**src/rtl/core/decimal_text_to_float32_unit_assert.svh**
```systemverilog
// Assertion macros for the decimal text to float32 unit.
`ifndef DECIMAL_TEXT_TO_FLOAT32_UNIT_ASSERT_SVH
`define DECIMAL_TEXT_TO_FLOAT32_UNIT_ASSERT_SVH
`ifndef NO_ASSERTIONS
`define DTF_ASSERT_IMPL(label, clk, rst_n, a, c) \
	label: assert property (@(posedge clk) disable iff (!rst_n) (a) |-> (c)) \
		else $error("assertion failed");
`define DTF_ASSERT_NEXT(label, clk, rst_n, a, c) \
	label: assert property (@(posedge clk) disable iff (!rst_n) (a) |=> (c)) \
		else $error("assertion failed");
`else
`define DTF_ASSERT_IMPL(label, clk, rst_n, a, c)
`define DTF_ASSERT_NEXT(label, clk, rst_n, a, c)
`endif
`endif

```
**src/rtl/core/dtf_pkg.sv**
```systemverilog
// Shared types and constants for the decimal text to float32 unit.
`default_nettype none
package dtf_pkg;
	localparam logic [7:0] CH_MINUS = 8'h2D;
	localparam logic [7:0] CH_POINT = 8'h2E;
	localparam logic [7:0] CH_ZERO  = 8'h30;
	localparam logic [7:0] CH_NINE  = 8'h39;
	localparam logic [31:0] EXP_INF = 32'h7F80_0000;
	localparam int MANT_BITS = 23;
	localparam int EXP_BIAS = 127;

	// Finished string handed from the parser to the converter
	typedef struct packed {
		logic        bad;
		logic        negative;
		logic [63:0] int_acc;
		logic [63:0] frac_acc;
		logic [63:0] frac_den;
	} job_t;
endpackage
`default_nettype wire

```
**src/rtl/core/dtf_front.sv**
```systemverilog
// Character parser: accumulates digits and emits one job per string.
`default_nettype none
module dtf_front (
	input  wire logic          clk,
	input  wire logic          arst_n,
	input  wire logic [7:0]    ch,
	input  wire logic          has_char,
	input  wire logic          last,
	input  wire logic          in_valid,
	output logic               in_ready,
	output dtf_pkg::job_t      job,
	output logic               job_valid,
	input  wire logic          job_ready
);
	import dtf_pkg::*;

	typedef enum logic [1:0] {PH_START, PH_INT, PH_FRAC} phase_t;

	phase_t      phase_q;
	logic        neg_q, failed_q;
	logic [1:0]  count_q;
	logic [63:0] int_q, frac_q, den_q;

	logic        digit;
	logic [3:0]  d;
	logic [67:0] int10, frac10, den10;
	logic [68:0] int_n, frac_n;
	phase_t      ph_n;
	logic        neg_n, fail_n;
	logic [1:0]  cnt_n;
	logic [63:0] int_v, frac_v, den_v;
	logic        take;

	assign in_ready = !job_valid || job_ready;
	assign take = in_valid && in_ready;
	assign digit = (ch >= CH_ZERO) && (ch <= CH_NINE);
	assign d = ch[3:0];
	assign int10 = {4'd0, int_q} * 68'd10;
	assign frac10 = {4'd0, frac_q} * 68'd10;
	assign den10 = {4'd0, den_q} * 68'd10;
	assign int_n = {1'b0, int10} + {65'd0, d};
	assign frac_n = {1'b0, frac10} + {65'd0, d};

	// Apply one character to the state
	always_comb begin
		ph_n = phase_q; neg_n = neg_q; fail_n = failed_q; cnt_n = count_q;
		int_v = int_q; frac_v = frac_q; den_v = den_q;
		if (has_char) begin
			if (count_q != 2'd2) cnt_n = count_q + 2'd1;
			if (!failed_q) begin
				if (phase_q == PH_START && ch == CH_MINUS) begin
					ph_n = PH_INT; neg_n = 1'b1;
				end else if (phase_q != PH_FRAC) begin
					ph_n = PH_INT;
					if (ch == CH_POINT) ph_n = PH_FRAC;
					else if (!digit || int_n[68:64] != 5'd0) fail_n = 1'b1;
					else int_v = int_n[63:0];
				end else begin
					if (!digit || frac_n[68:64] != 5'd0 || den10[67:64] != 4'd0)
						fail_n = 1'b1;
					else begin
						frac_v = frac_n[63:0]; den_v = den10[63:0];
					end
				end
			end
		end
	end

	// Hold state, emit a job on last
	always_ff @(posedge clk or negedge arst_n) begin
		if (!arst_n) begin
			phase_q <= PH_START; neg_q <= 1'b0; failed_q <= 1'b0; count_q <= 2'd0;
			int_q <= '0; frac_q <= '0; den_q <= 64'd1; job_valid <= 1'b0;
		end else begin
			if (job_valid && job_ready && !(take && last)) job_valid <= 1'b0;
			if (take) begin
				if (last) begin
					job_valid <= 1'b1;
					job.bad <= fail_n || cnt_n == 2'd0 || (neg_n && cnt_n == 2'd1);
					job.negative <= neg_n;
					job.int_acc <= int_v;
					job.frac_acc <= frac_v;
					job.frac_den <= den_v;
					phase_q <= PH_START; neg_q <= 1'b0; failed_q <= 1'b0;
					count_q <= 2'd0; int_q <= '0; frac_q <= '0; den_q <= 64'd1;
				end else begin
					phase_q <= ph_n; neg_q <= neg_n; failed_q <= fail_n;
					count_q <= cnt_n; int_q <= int_v; frac_q <= frac_v; den_q <= den_v;
				end
			end
		end
	end
endmodule
`default_nettype wire

```
**config.mk**
```make
export PLATFORM = sky130hd
export DESIGN_NAME = dtf_front
export DESIGN_NICKNAME = d
export VERILOG_FILES = /design/src/rtl/core/decimal_text_to_float32_unit_assert.svh /design/src/rtl/core/dtf_pkg.sv /design/src/rtl/core/dtf_front.sv
export SDC_FILE = /design/constraint.sdc
export NUM_CORES = 1
export LEC_CHECK = 0
export ABC_AREA = 1
export BUFFER_PORTS_ARGS = -buffer_cell sky130_fd_sc_hd__buf_2
export CORE_MARGIN = 3
export CORE_UTILIZATION = 55
export DETAILED_ROUTE_END_ITERATION = 8
export HOLD_SLACK_MARGIN = 0.12
export PLACE_DENSITY = 0.8
export SYNTH_ARGS = -nofsm -noshare
export SYNTH_HDL_FRONTEND = slang
export SYNTH_SLANG_ARGS = --single-unit
export TNS_END_PERCENT = 1
```
**constraint.sdc**
```tcl
create_clock -name clk -period 13.1 [get_ports clk]
set_input_delay 0.655 -clock clk [delete_from_list [all_inputs] [get_ports clk]]
set_output_delay 0.655 -clock clk [all_outputs]
set_load 0.005 [all_outputs]
```
; ---- Word-level counts from Yosys, hierarchy flattened
; Cells that the tools add are included.
[classes]
add_sub_neg = 3
n_mul = 3
n_lt_le_gt_ge = 2
n_eq_ne = 6
mux = 43
reduce_logical = 25
[ops]
columns = op, n
row1 = two-way mux 64 bit, 19
row2 = multiplier 64 x 3 -> 67 bit (second input constant), 3
row3 = adder 68 x 4 -> 69 bit, 2
row4 = two-way mux 2 bit, 9
row5 = equality test 8 x 6 -> 1 bit (second input constant), 2
row6 = two-way mux 1 bit, 15
row7 = nonzero test 5 bit, 2
row8 = >= comparator 8 x 6 -> 1 bit (second input constant), 1
row9 = <= comparator 8 x 6 -> 1 bit (second input constant), 1
row10 = logical AND 1 bit, 7
row11 = logical OR 1 bit, 6
row12 = != test 2 bit (second input constant), 3
row13 = logical NOT 2 bit, 2
row14 = AND reduction 4 bit, 1
row15 = nonzero test 4 bit, 1
row16 = logical NOT 1 bit, 3
row17 = AND reduction 3 bit, 1
row18 = nonzero test 3 bit, 1
row19 = adder 2 x 1 -> 2 bit (second input constant), 1
row20 = equality test 2 x 1 -> 1 bit (second input constant), 1
row21 = nonzero test 2 bit, 1
[word_totals]
reg_bits = 393
in_bits = 14
output_inout_bits = 196

; ---- Logic depth before layout (Yosys ltp)
[depth]
depth_word = 12
depth_mapped = 32
depth_no_buf = 30

; ---- Worst setup path before layout
; OpenSTA, ideal clock, no wires.
[synth_path]
path_kind = input to register
startpoint = in job_ready
endpoint = reg job[0] (netlist bit) (enable)
setup_ns = 0.752
arrival_ns = 9.165
setup_slack_ns = 3.182
path_stages = 5
n_path_buf = 1
cell_sequence = inv_1 nand2_1 nand2_1 clkbuf_1 nor2_1
[synth_via]
elab_chain_len = 3
[synth_rtl]
columns = item, line
row1 = "start, declared", dtf_front.sv:13  ; input wire logic job_ready
row2 = logical OR 1 bit, dtf_front.sv:34  ; assign in_ready = !job_valid || job_ready;
row3 = net in_ready, dtf_front.sv:10  ; output logic in_ready,
row4 = logical AND 1 bit, dtf_front.sv:35  ; assign take = in_valid && in_ready;
row5 = AND reduction 3 bit (no source line), n/a
row6 = "end, declared", dtf_front.sv:11  ; output dtf_pkg::job_t job,
; The timed path passes the listed nets, and every way through them passes these cells.
; A chain may end at the register's enable or synchronous reset.

; ---- Final worst setup path
[layout_path]
startpoint = reg int_q[1]
endpoint = reg job[136] (netlist bit) (data pin)
[layout_via]
elab_chain_len = 10
[layout_rtl]
columns = item, line
row1 = "start, declared", dtf_front.sv:22  ; logic [63:0] int_q, frac_q, den_q;
row2 = "start signal, assigned", dtf_front.sv:88  ; count_q <= cnt_n; int_q <= int_v; frac_q <= frac_v; den_q <= den_v;
row3 = multiplier 64 x 3 -> 67 bit *, dtf_front.sv:38  ; assign int10 = {4'd0, int_q} * 68'd10;
row4 = adder 68 x 4 -> 69 bit *, dtf_front.sv:41  ; assign int_n = {1'b0, int10} + {65'd0, d};
row5 = nonzero test 5 bit, dtf_front.sv:56  ; else if (!digit || int_n[68:64] != 5'd0) fail_n = 1'b1;
row6 = logical OR 1 bit, dtf_front.sv:56
row7 = two-way mux 64 bit *, dtf_front.sv:56
row8 = two-way mux 64 bit *, dtf_front.sv:55  ; if (ch == CH_POINT) ph_n = PH_FRAC;
row9 = two-way mux 64 bit *, dtf_front.sv:53  ; end else if (phase_q != PH_FRAC) begin
row10 = two-way mux 64 bit *, dtf_front.sv:51  ; if (phase_q == PH_START && ch == CH_MINUS) begin
row11 = two-way mux 64 bit *, dtf_front.sv:50  ; if (!failed_q) begin
row12 = two-way mux 64 bit *, dtf_front.sv:48  ; if (has_char) begin
row13 = net int_v[8], dtf_front.sv:31  ; logic [63:0] int_v, frac_v, den_v;
; Mark *: on every way through the listed nets, which the timed path passes. The rest lies on a longest branch.

==> impl_results.rst <==
.. list-table::
   :header-rows: 1

   * - Metric
     - Value
   * - I/O pin total
     - 210
   * - Synthesis-to-layout area growth
     - 8.81%
   * - Final setup viols
     - 0
   * - Class of the most critical hold timing path
     - in2reg
   * - Wire length of the first global-routing pass
     - 209,000 um
   * - GRT Residual Overflow
     - 0
   * - Final slew viol count
     - 0
   * - Leading register cell type out of synthesis
     - dfrtp_1
   * - Worst setup margin
     - 7.04 ns
   * - Count of unique library cells instantiated by Yosys
     - 56
   * - Global placer's final weighted congestion
     - 1.11
   * - Placeable core region
     - 70,100 sq um
   * - H-tree lvl count
     - 2
   * - Worst setup skew after layout
     - 0.0321 ns
   * - Setup repair after global routing missed its margin
     - no
   * - Category of the worst setup path capture point
     - flip-flop
   * - Synthesized area per cell
     - 6.33 sq um
   * - Async set-or-reset flop fraction in the synthesized netlist
     - 0.506
   * - Setup slack at placement
     - 7.27 ns
   * - Number of flops mapped to enable cells by yosys
     - 194
   * - Total leakage power
     - 24.3 nW
   * - Number of warnings reported in the yosys synthesis log
     - 0
   * - Area of the multi-input gates
     - 24,000 sq um
   * - Final routed wire length divided by cell count
     - 18.2 um
   * - Number of nets in the finished design
     - 6,753
   * - Vias
     - 39,800
   * - Rows
     - 97
   * - Post-DP HPWL
     - 109,000 um
   * - Maximum clock frequency
     - 0.165 GHz
   * - CTS clock-pin slew for the worst setup and hold paths
     - 0.06 ns
   * - Root buf cell
     - clkbuf_16
   * - Violation count after the first detailed-routing iteration
     - 3,562
   * - Result of the run
     - complete, no violations
   * - Post-DR vias/cell
     - 5.42
   * - CTS max path bufs
     - 3
   * - Post-layout min period
     - 6.06 ns
   * - Worst Tran Pin Value
     - 1.07 ns
   * - Peak supply drop
     - 0.0000911 V
   * - Yosys top cell area share
     - 0.242
   * - P per Cell Area
     - 66.3 nW/um^2
   * - Max-Slew Margin vs Limit
     - 0.288
   * - Final period utilization
     - 0.463
   * - GRT Overall Usage
     - 0.355
   * - Total die area
     - 74,300 sq um
   * - Storage cell area
     - 10,800 sq um
   * - Endpoint arrival time on the critical path
     - 6.42 ns
   * - Leading cell types by total area after synthesis
     - nand2_1 (24%), edfxtp_1 (15%), dfrtp_1 (13%)
   * - Fill cells
     - 7,000
   * - Commonest cells in the synthesized netlist
     - nand2_1 (2,517), inv_1 (974), nor2_1 (499)
   * - Total negative slack
     - 0 ns
   * - Number of global-route vias before repair
     - 37,700
   * - Total Routed Length
     - 134,000 um
   * - Remaining antenna violation count after routing
     - 0
   * - Final-report hold violation count
     - 0
   * - Library cell with the highest instance count after synthesis
     - nand2_1
   * - Number of buffers created by CTS
     - 45
   * - Initial standard-cell utilization of the core
     - 0.557
   * - Horiz. Die Dim
     - 273 um
   * - Height of the die
     - 273 um
   * - Maximum number of pins on one net before global-route repair
     - 73
   * - Port bufs
     - 209
   * - Number of iterations in the first detailed-routing pass
     - 6
   * - Number of antenna violations at the first check in global routing
     - 4
   * - Total standard cell area after synthesis
     - 39,100 sq um
   * - DRC violation count after routing
     - 0
   * - Ratio of cells with drive above 1 in the final layout
     - 0.0670
   * - Required time at the worst-slack endpoint
     - 13.46 ns
   * - Net count of the mapped netlist
     - 6,574
   * - Cell taking the most area after synthesis
     - nand2_1
   * - Max-cap check violation count
     - 0
   * - Critical-path maximum fanout
     - 70
   * - Critical setup path kind
     - reg2reg
   * - # diodes
     - 0
   * - TritonCTS clock tree
     - done
   * - Flip-flop and latch count after synthesis
     - 393
   * - Source-to-sink clock delay at the later pin of the worst-skew pair
     - 0.62 ns
   * - CTS sink count
     - 393
   * - Critical Path Source Type
     - flip-flop
   * - Instance count of the mapped netlist
     - 6,176
   * - Share of the yosys chip area belonging to registers
     - 0.277
[power by group]
part	switching (mW)	internal, mW
registers	0.00910	1.31
logic	0.123	0.0318
clock network	0.555	0.793
total	0.687	2.13
[cell usage in the layout (no fill, tap or decap), types with 18 or more instances in the layout]
master | Yosys | routed
nand3_1 | 459 | 459
nor2_2 | 22 | 22
inv_1 | 974 | 973
nand2_2 | 34 | 34
nand2_1 | 2517 | 2516
ha_1 | 379 | 379
nand4_1 | 64 | 64
nand3b_1 | 25 | 25
xnor2_1 | 40 | 40
nor4_1 | 19 | 19
xor2_1 | 122 | 122
buf_4 | 3 | 22
dfrtp_1 | 198 | 198
o21ai_2 | 26 | 26
edfxtp_1 | 194 | 194
clkbuf_16 | 0 | 45
buf_2 | 19 | 208
nor2_1 | 499 | 497
o21ai_0 | 85 | 85
nor3_1 | 61 | 61
a31oi_1 | 26 | 26
a21oi_1 | 201 | 201
and2_1 | 18 | 18
[cell type report]
type / instances / share of cell area
Clock inverter: 23 / 0.00833
Tap cell: 940 / 0.0277
Multi-Input combinational cell: 4696 / 0.565
Timing Repair Buffer: 232 / 0.0290
Clock buffer: 61 / 0.0284
Inverter: 987 / 0.0872
Sequential cell: 393 / 0.254
[worst max-delay path: stages (launching register included)]
cell,delay (ns)
dfrtp_1,0.47
ha_1,0.32
ha_1,0.26
fa_1,0.62
nand2_1,0.09
inv_1,0.09
nand2_1,0.08
nand2_1,0.07
nand2_1,0.09
nor2_1,0.17
nand3_1,0.15
nor2_1,0.20
nand3_1,0.13
nor2_1,0.37
nand4_1,0.40
nor2_1,0.39
nand3_1,0.12
nand2_1,0.08
nand2_1,0.05
inv_1,0.06
nor2_2,0.05
nand3_4,0.31
buf_4,0.75
nand2_1,0.19
nand2_1,0.12
inv_1,0.04
[repair_timing]
action,in CTS,in global routing
buffers inserted,0,0
resized for setup,0,0
hold buffers,1,0
hold endpoints to repair,64,0
[stage by stage]
stage / std cells / total power [mW] / util / area (sq um) / hold WS, ns
after floorplan: 6176 / 1.43 / - / 39100 / 0.359
after global placement: 7247 / 1.49 / 0.584 / 40900 / 0.494
after detailed placement: 7247 / 1.49 / 0.584 / 40900 / 0.502
after CTS: 7332 / 2.84 / 0.606 / 42500 / 0.364
after global routing: 7332 / 2.90 / 0.606 / 42500 / 0.411
final: 7332 / 2.82 / 0.606 / 42500 / 0.386
[flip-flops by register name, summed over array words and instances, names as in the netlist]
name       cells
den_q         64
count_q        2
failed_q       1
int_q         64
job          194
job_valid      1
neg_q          1
frac_q        64
phase_q        2
[cell families after synthesis]
logic type / count (synthesis) / share of synthesized area
xor+xnor: 163 / 0.0367
flops: 393 / 0.277
fa+ha+maj: 384 / 0.124
compound gates: 397 / 0.0579
buf+inv: 1087 / 0.109
simple gates: 3752 / 0.395
[per-layer routing]
layer	track usage	vias to the layer above	routed length [um]
met2	0.593	1323	61300
met4	0.156	6	6530
met1	0.469	18400	58300
li1	-	19800	-
met5	0	-	39
met3	0.0356	256	7650
[worst paths after layout]
path	from	endpoint	slack [ns]	cells after the start
min in group asynchronous	arst_n	frac_q[45]$_DFFE_PN0P_	0.60	2
max in group asynchronous	arst_n	int_q[49]$_DFFE_PN0P_	10.65	4
setup reg to reg	int_q[1]$_DFFE_PN0P_	job[136]$_DFFE_PP_	7.04	25
hold / removal	job_ready	job_valid$_DFF_PN0_	0.39	4
setup / recovery	int_q[1]$_DFFE_PN0P_	job[136]$_DFFE_PP_	7.04	25
hold reg to reg	phase_q[1]$_DFFE_PN0P_	phase_q[1]$_DFFE_PN0P_	0.52	2
No activity file was read; power rests on OpenSTA's default activity.
