**src/rtl/core/decimal_text_to_float32_unit_assert.svh**
```systemverilog
// Assertion macros for the decimal text to float32 unit.
`ifndef DECIMAL_TEXT_TO_FLOAT32_UNIT_ASSERT_SVH
`define DECIMAL_TEXT_TO_FLOAT32_UNIT_ASSERT_SVH
`ifndef NO_ASSERTIONS
`define DTF_ASSERT_IMPL(label, clk, rst_n, a, c) \
	label: assert property (@(posedge clk) disable iff (!rst_n) (a) |-> (c)) \
		else $error("assertion failed");
`define DTF_ASSERT_NEXT(label, clk, rst_n, a, c) \
	label: assert property (@(posedge clk) disable iff (!rst_n) (a) |=> (c)) \
		else $error("assertion failed");
`else
`define DTF_ASSERT_IMPL(label, clk, rst_n, a, c)
`define DTF_ASSERT_NEXT(label, clk, rst_n, a, c)
`endif
`endif

```
**src/rtl/core/dtf_pkg.sv**
```systemverilog
// Shared types and constants for the decimal text to float32 unit.
`default_nettype none
package dtf_pkg;
	localparam logic [7:0] CH_MINUS = 8'h2D;
	localparam logic [7:0] CH_POINT = 8'h2E;
	localparam logic [7:0] CH_ZERO  = 8'h30;
	localparam logic [7:0] CH_NINE  = 8'h39;
	localparam logic [31:0] EXP_INF = 32'h7F80_0000;
	localparam int MANT_BITS = 23;
	localparam int EXP_BIAS = 127;

	// Finished string handed from the parser to the converter
	typedef struct packed {
		logic        bad;
		logic        negative;
		logic [63:0] int_acc;
		logic [63:0] frac_acc;
		logic [63:0] frac_den;
	} job_t;
endpackage
`default_nettype wire

```
**src/rtl/core/dtf_back.sv**
```systemverilog
// Converter: multiply, normalize, divide and round one job into float bits.
`default_nettype none
`include "decimal_text_to_float32_unit_assert.svh"
module dtf_back (
	input  wire logic          clk,
	input  wire logic          arst_n,
	input  dtf_pkg::job_t      job,
	input  wire logic          job_valid,
	output logic               job_ready,
	output logic               res_ok,
	output logic [31:0]        res_bits,
	output logic               res_valid,
	input  wire logic          res_ready
);
	import dtf_pkg::*;

	typedef enum logic [2:0] {
		ST_IDLE, ST_MUL, ST_MULCHK, ST_NORM, ST_DIV, ST_ROUND, ST_OUT
	} state_t;

	state_t      state_q;
	logic        neg_q;
	logic [63:0] a_q, b_q, frac_q;
	logic [127:0] prod_q;
	logic [1:0]  part_q;
	logic [63:0] num_q, den_q, rem_q;
	logic signed [9:0] exp_q;
	logic [4:0]  step_q;
	logic [23:0] quo_q;

	logic [31:0] pa, pb;
	logic [63:0] pp;
	logic [64:0] sum;
	logic [64:0] r2;
	logic        qbit;
	logic [22:0] mant;
	logic        guard, sticky, up;
	logic [23:0] mant_r;
	logic signed [10:0] biased;

	assign job_ready = (state_q == ST_IDLE);
	assign pa = part_q[0] ? a_q[63:32] : a_q[31:0];
	assign pb = part_q[1] ? b_q[63:32] : b_q[31:0];
	assign pp = {32'd0, pa} * {32'd0, pb};
	assign sum = {1'b0, prod_q[63:0]} + {1'b0, frac_q};
	assign r2 = {rem_q, 1'b0};
	assign qbit = r2[64] || (r2[63:0] >= den_q);
	assign mant = quo_q[23:1];
	assign guard = quo_q[0];
	assign sticky = (rem_q != 64'd0);
	assign up = guard && (sticky || mant[0]);
	assign mant_r = {1'b0, mant} + {23'd0, up};
	assign biased = 11'(exp_q) + 11'(mant_r[23]) + 11'(EXP_BIAS);

	// Step through the conversion sequence
	always_ff @(posedge clk or negedge arst_n) begin
		if (!arst_n) begin
			state_q <= ST_IDLE; res_valid <= 1'b0; part_q <= '0; step_q <= '0;
		end else begin
			unique case (state_q)
				ST_IDLE: if (job_valid) begin
					neg_q <= job.negative; a_q <= job.int_acc; b_q <= job.frac_den;
					frac_q <= job.frac_acc; den_q <= job.frac_den;
					prod_q <= '0; part_q <= 2'd0; exp_q <= '0;
					if (job.bad) begin
						res_ok <= 1'b0; res_bits <= '0; res_valid <= 1'b1; state_q <= ST_OUT;
					end else state_q <= ST_MUL;
				end
				ST_MUL: begin
					// accumulate one 32x32 partial product a cycle
					prod_q <= prod_q + ({64'd0, pp} << (7'(part_q[0]) * 7'd32
						+ 7'(part_q[1]) * 7'd32));
					part_q <= part_q + 2'd1;
					if (part_q == 2'd3) state_q <= ST_MULCHK;
				end
				ST_MULCHK: begin
					if (prod_q[127:64] != 64'd0 || sum[64]) begin
						res_ok <= 1'b0; res_bits <= '0; res_valid <= 1'b1; state_q <= ST_OUT;
					end else if (sum[63:0] == 64'd0) begin
						res_ok <= 1'b1; res_bits <= {neg_q, 31'd0}; res_valid <= 1'b1;
						state_q <= ST_OUT;
					end else begin
						num_q <= sum[63:0]; state_q <= ST_NORM;
					end
				end
				ST_NORM: begin
					// one shift a cycle until num/den lies in [1,2)
					if (num_q >= den_q) begin
						if (den_q <= (num_q >> 1)) begin
							den_q <= den_q << 1; exp_q <= exp_q + 10'sd1;
						end else begin
							rem_q <= num_q - den_q; step_q <= '0; state_q <= ST_DIV;
						end
					end else if (num_q[63]) begin
						res_ok <= 1'b0; res_bits <= '0; res_valid <= 1'b1; state_q <= ST_OUT;
					end else begin
						num_q <= num_q << 1; exp_q <= exp_q - 10'sd1;
					end
				end
				ST_DIV: begin
					// restoring division, one quotient bit a cycle
					rem_q <= qbit ? (r2[63:0] - den_q) : r2[63:0];
					quo_q <= {quo_q[22:0], qbit};
					step_q <= step_q + 5'd1;
					if (step_q == 5'(MANT_BITS)) state_q <= ST_ROUND;
				end
				ST_ROUND: begin
					res_ok <= 1'b1;
					if (biased >= 11'sd255) res_bits <= {neg_q, 31'd0} | EXP_INF;
					else if (biased <= 11'sd0) res_bits <= {neg_q, 31'd0};
					else res_bits <= {neg_q, biased[7:0], mant_r[22:0]};
					res_valid <= 1'b1; state_q <= ST_OUT;
				end
				ST_OUT: if (res_ready) begin
					res_valid <= 1'b0; state_q <= ST_IDLE;
				end
				default: state_q <= ST_IDLE;
			endcase
		end
	end

	`DTF_ASSERT_IMPL(a_valid_out, clk, arst_n, res_valid, state_q == ST_OUT)
	`DTF_ASSERT_IMPL(a_fail_zero, clk, arst_n, res_valid && !res_ok, res_bits == 32'd0)
	`DTF_ASSERT_NEXT(a_div_len, clk, arst_n, state_q == ST_DIV && step_q == 5'(MANT_BITS),
		state_q == ST_ROUND)
endmodule
`default_nettype wire

```
**config.mk**
```make
export PLATFORM = sky130hd
export DESIGN_NAME = dtf_back
export DESIGN_NICKNAME = d
export VERILOG_FILES = /design/src/rtl/core/dtf_pkg.sv /design/src/rtl/core/dtf_back.sv
export VERILOG_INCLUDE_DIRS = /design/src /design/src/rtl/core
export SDC_FILE = /design/constraint.sdc
export NUM_CORES = 2
export LEC_CHECK = 0
export BUFFER_PORTS_ARGS = -buffer_cell sky130_fd_sc_hd__buf_2
export CAP_MARGIN = 0
export CELL_PAD_IN_SITES_DETAIL_PLACEMENT = 0
export CELL_PAD_IN_SITES_GLOBAL_PLACEMENT = 1
export CORE_ASPECT_RATIO = 0.6
export CORE_MARGIN = 2
export CORE_UTILIZATION = 46
export CTS_CLUSTER_SIZE = 14
export DETAILED_ROUTE_END_ITERATION = 12
export PLACE_DENSITY = 0.79
export RECOVER_POWER = 100
export SLEW_MARGIN = 15
export SYNTH_ARGS = -nofsm -noshare
export SYNTH_HDL_FRONTEND = slang
export SYNTH_SLANG_ARGS = --single-unit
```
**constraint.sdc**
```tcl
create_clock -name clk -period 17.1 [get_ports clk]
set_clock_uncertainty 0.05 [all_clocks]
set_input_delay 1.71 -clock clk [delete_from_list [all_inputs] [get_ports clk]]
set_output_delay 1.71 -clock clk [all_outputs]
set_load 0.005 [all_outputs]
```
== Word-level counts from Yosys, hierarchy flattened ==
Cells that the tools add are included.
Storage, ports and cells
  register bits after elaboration: 591
  bits in latches: 0
  bits in writable memories: 0
  bits in read-only memories: 0
  input port bits: 198
  output and inout port bits: 35
  logic and storage cells: 150
  memories kept: 0
Cells by class
  add/subtract/negate cells: 12
  multiply operators: 1
  div/mod/pow operators: 0
  $lt $le $gt $ge: 5
  equal/unequal tests: 26
  shifts and indexed selects: 1
  mux-type cells: 61
  bitwise gates (word level): 0
  reduce and logical (&&, ||, !) cells: 27
Operator list (count)
  64-bit 2-to-1 mux: 10
  64-bit case mux with 2 select lines: 3
  32-bit 2-to-1 mux: 8
  128-bit case mux with 2 select lines: 1
  128-bit adder: 1
  64-bit greater-or-equal comparator: 2
  128-bit 2-to-1 mux: 1
  32-bit case mux with 4 select lines: 1
  64-bit nonzero test: 2
  64-bit by 7-bit << shifter with 128-bit output: 1
  64-bit subtractor: 2
  64-bit by 64-bit adder with 65-bit output: 1
  64-bit by 63-bit less-or-equal comparator with 1-bit output: 1
  64-bit logical NOT: 1
  32-bit by 32-bit multiplier with 64-bit output: 1
  31-bit 2-to-1 mux: 2
  10-bit 2-to-1 mux: 4
  3-bit 2-to-1 mux: 10
  2-bit != test, second input constant: 13
  23-bit by 1-bit adder with 24-bit output: 1
  3-bit case mux with 7 select lines: 1
  10-bit case mux with 2 select lines: 1
  3-bit != test, second input constant: 5
  5-bit AND reduction: 3
  32 further kinds: 57

== Depth between registers and ports, before layout ==
  depth in word-level cells: 10
  gate-level depth with buffers: 50

== Worst setup path before layout ==
OpenSTA, ideal clock, no wires.
  path kind: reg-to-reg
  start point: register part_q[0]
  end point: register prod_q[124] (data pin)
  setup time: 0.266 ns
  arrival: 11.561 ns
  path slack: 5.223 ns
  stages on the path, launching flop included: 48
  path buffers: 6
  period minus slack after synthesis: 11.877 ns
  cells stage by stage: dfrtp_1 -> clkbuf_1 -> clkbuf_1 -> buf_1 -> mux2i_1 -> clkbuf_1 -> nor2_1 -> fa_1 -> inv_1 -> fa_1 -> inv_1 -> fa_1 -> inv_1 -> fa_1 -> inv_1 -> fa_1 -> fa_1 -> fa_1 -> [12 not listed] -> xor2_1 -> mux2_2 -> and2_1 -> ha_1 -> clkbuf_1 -> nand2_1 -> nor3_2 -> nand3_1 -> nor2b_1 -> o311ai_1 -> a21o_1 -> o32a_1 -> a21o_1 -> or4_1 -> o31a_1 -> o31ai_2 -> xnor2_1 -> nor2_1
Between the ends
  cells in the longest elaborated chain, start to end: 5
  elaborated cells between the ends (all ways): 6
  classes of those cells: add/sub (2); mul (1); shift (1); mux (2)
RTL lines
  start: declaration: line dtf_back.sv:25  | logic [1:0] part_q;
  start signal: assignment: line dtf_back.sv:73  | part_q <= part_q + 2'd1;
  32-bit 2-to-1 mux: line dtf_back.sv:42  | assign pa = part_q[0] ? a_q[63:32] : a_q[31:0];
  32-bit by 32-bit multiplier with 64-bit output: line dtf_back.sv:44  | assign pp = {32'd0, pa} * {32'd0, pb};
  64-bit by 7-bit << shifter with 128-bit output (*): line dtf_back.sv:71  | prod_q <= prod_q + ({64'd0, pp} << (7'(part_q[0]) * 7'd32
  128-bit adder (*): line dtf_back.sv:71
  128-bit case mux with 2 select lines (*): line dtf_back.sv:60  | unique case (state_q)
  end signal: assignment: line dtf_back.sv:71
  end: declaration: line dtf_back.sv:24  | logic [127:0] prod_q;
Mark *: on every way between the ends. The rest lies on a longest branch, timed or not.
A chain may end at the register's enable or synchronous reset.

== Worst setup path in the final report ==
  start point: register part_q[0]
  end point: register prod_q[92] (data pin)
The elaborated chain is that of the path after synthesis.

==> out/qor.csv <==
stage,metric,value,unit
synth,ys_ff_latch,591,
route,viasPerCell,6.196,
sta,finalHoldViolCount,0,
global_routing,grt_pass1_wl,469700,um
critical_path,critPathMaxFanout,28,
sta,period_share,93.67,%
layout,nFillCells,16010,
worst_hold_path,min_from,quo_q[2],
sta,fmax,62.43,MHz
clocking,path_clk_slew,0.07,ns
critical_path,arrival,16.40,ns
critical_path,r2r_end,prod_q[92],
synth,yosysTopAreaCell,fa_1,
critical_path,r2r_start,part_q[0],
die,num_io_pins,233,
clocking,post_cts_resized,0,
clocking,htree_levels,3,
place,portBuffers,232,
global_routing,grt_max_degree,82,
synth,postSynthCellCount,8704,
clocking,cts_max_path_buffers,3,
synth,yosys_warnings,0,
sta,rsz0062_at_grt,no,
layout,syn_to_final_growth,7.335,%
critical_path,r2r_cells,40,
worst_hold_path,hold_path_class,register to register,
die,core_area,167300,um2
place,gp_congestion,1.025,
die,initial_core_util,46.51,%
die,rows,116,
clocking,clock_latency,0.72,ns
route,wirelength,331000,um
critical_path,cpMostUsedCell,fa_1,
clocking,numCtsBuffers,70,
synth,synthesis.nets,10460,
place,dpl-instance-area,81500,um2
critical_path,slowest_stage,clkbuf_1,
run_status,status,finished with violations,
synth,avgSynthCellArea,8.942,um2
synth,synth_edf_count,580,
layout,seq_area,17700,um2
synth,synth_commonest_cells,"1105 x inv_1, 1089 x nor2_1, 901 x fa_1",
clocking,cts_tree,yes,
clocking,clockRootBuffer,clkbuf_16,
sta,fin_tns_setup,0,ns
critical_path,worst_path_dominant_cell_family,compound AO/OA/AOI/OAI gates,
route,drc,0,
route,ant_nets,0,
layout,final_nets,10450,
worst_hold_path,min_path_cells,0,
clocking,postCtsSetupBuffers,0,
clocking,cts.sinks,591,
sta,maxSlewViolCount,1074,
synth,synthesis.area,77830,um2
worst_hold_path,holdPathEnd,quo_q[3],
critical_path,worst-setup-path-type,register to register,
sta,setup_viol,0,
route,vias,68200,
die,die_y,322.6,um
synth,yosysMostFrequentCell,inv_1,
critical_path,critPathBufInv,4,
route,drt_iter0_markers,9578,
clocking,holdBufCountCts,0,
layout,drive_above_1_share,5.781,%
sta,max_slew_margin,-182.1,%
global_routing,grt_pass1_vias,63730,
critical_path,reg2reg_slack,1.08,ns
synth,async_reset_ff_share,1.861,%
global_routing,grt_use_total,38.05,%
job,cap_violations,24,
die,dieArea,172600,um2
layout,layoutNonFillerInstCount,11010,
layout,post-route-util,49.92,%
route,drt_first_pass_iters,8,
place,placedCellCount,10870,
global_routing,antenna_found_initial,25,
die,die_w,535.0,um
critical_path,critPathLaunchType,register,
critical_path,end_kind,register,
synth,yosys.cell_types.count,102,
layout,finalInstanceArea,83540,um2
sta,period_minus_slack,16.02,ns
layout,multi_input_area,54620,um2
run_status,violations,"max-capacitance violations, max-slew violations",
global_routing,grt-ovfl-total,0,
synth,yosysSeqAreaShare,22.73,%
place,hpwlAfterDp,275600,um
synth,synth-main-ff-cell,edfxtp_1,
sta,worst-slew-pin-transition,4.232,ns
route,post_drt_wl_per_cell,30.07,um
synth,synthTopCellsByArea,"fa_1 23%, edfxtp_1 22%, ha_1 11%",
critical_path,crit_path_max_incr_delay,1.51,ns
critical_path,worst-endpoint-required,17.48,ns
synth,netlist.area_leader.share,23.17,%
[layout by cell type (no fill, tap or decap), types with 134 or more instances in the layout]
master       n
xnor2_1    218
inv_1     1107
edfxtp_1   580
nor2_1    1087
a21oi_1    559
clkbuf_1   134
nand4_1    153
xor2_1     165
nand2_1    889
a21o_1     224
o21ai_0    391
fa_1       901
ha_1       658
[flip-flops by register name (all words and copies together), names as in the netlist, 10 cells and up]
register	flops
a_q	64
b_q	64
exp_q	10
frac_q	64
den_q	64
num_q	64
quo_q	24
res_bits	32
rem_q	64
prod_q	128
[worst max-delay path by stage]
stage | startpoint | end | depth (start not counted)
3_5_place_dp | part_q[1] | prod_q[123] | 39
5_1_grt | part_q[0] | prod_q[124] | 41
2_1_floorplan | part_q[0] | prod_q[124] | 47
3_3_place_gp | part_q[1] | prod_q[123] | 39
4_1_cts | part_q[1] | prod_q[123] | 39
6_report | part_q[0] | prod_q[92] | 40
[layout make-up]
cell class | count | area share [%]
Timing Repair Buffer | 350 | 2.199
Tap cell | 2242 | 3.358
Clock buffer | 81 | 2.158
Antenna cell | 13 | 0.03894
Sequential cell | 591 | 21.19
Multi-Input combinational cell | 6573 | 65.38
Inverter | 1110 | 4.987
Clock inverter | 48 | 0.6934
[through the flow]
step,hold slack [ns],worst slack (ns)
floorplan,0.3994,5.223
global placement,0.4170,2.317
detailed placement,0.4363,2.327
CTS,0.4509,2.241
global route,0.4714,0.7322
finish,0.4604,1.083
[cells by family (layout without fill, tap and decap cells)]
| logic type | count (synthesis) | count (layout) | share of synthesized area [%] |
|---|---|---|---|
| AND/OR/NAND/NOR | 2713 | 2713 | 15.33 |
| flip-flops | 591 | 591 | 22.73 |
| adder cells (fa/ha/maj) | 1559 | 1559 | 33.75 |
| other | 0 | 13 | 0 |
| multiplexers | 172 | 172 | 2.323 |
| buffers and inverters | 1540 | 1589 | 7.491 |
| XOR/XNOR | 388 | 388 | 4.366 |
| AO/OA/AOI/OAI | 1741 | 1741 | 14.01 |
[layer usage]
| layer | track usage (%) | vias to the layer above | routed length [um] | share of wire [%] |
|---|---|---|---|---|
| met3 | 18.21 | 337 | 55820 | 17 |
| met2 | 43.13 | 4513 | 111100 | 34 |
| met1 | 61.55 | 33980 | 156900 | 47 |
| met5 | 4.578 | - | 1115 | 0.34 |
| met4 | 6.629 | 14 | 6025 | 1.8 |
| li1 | - | 29370 | - | - |
Power is not shown: default switching activity piles up to over one toggle a cycle in this logic, so the estimate is an artifact.
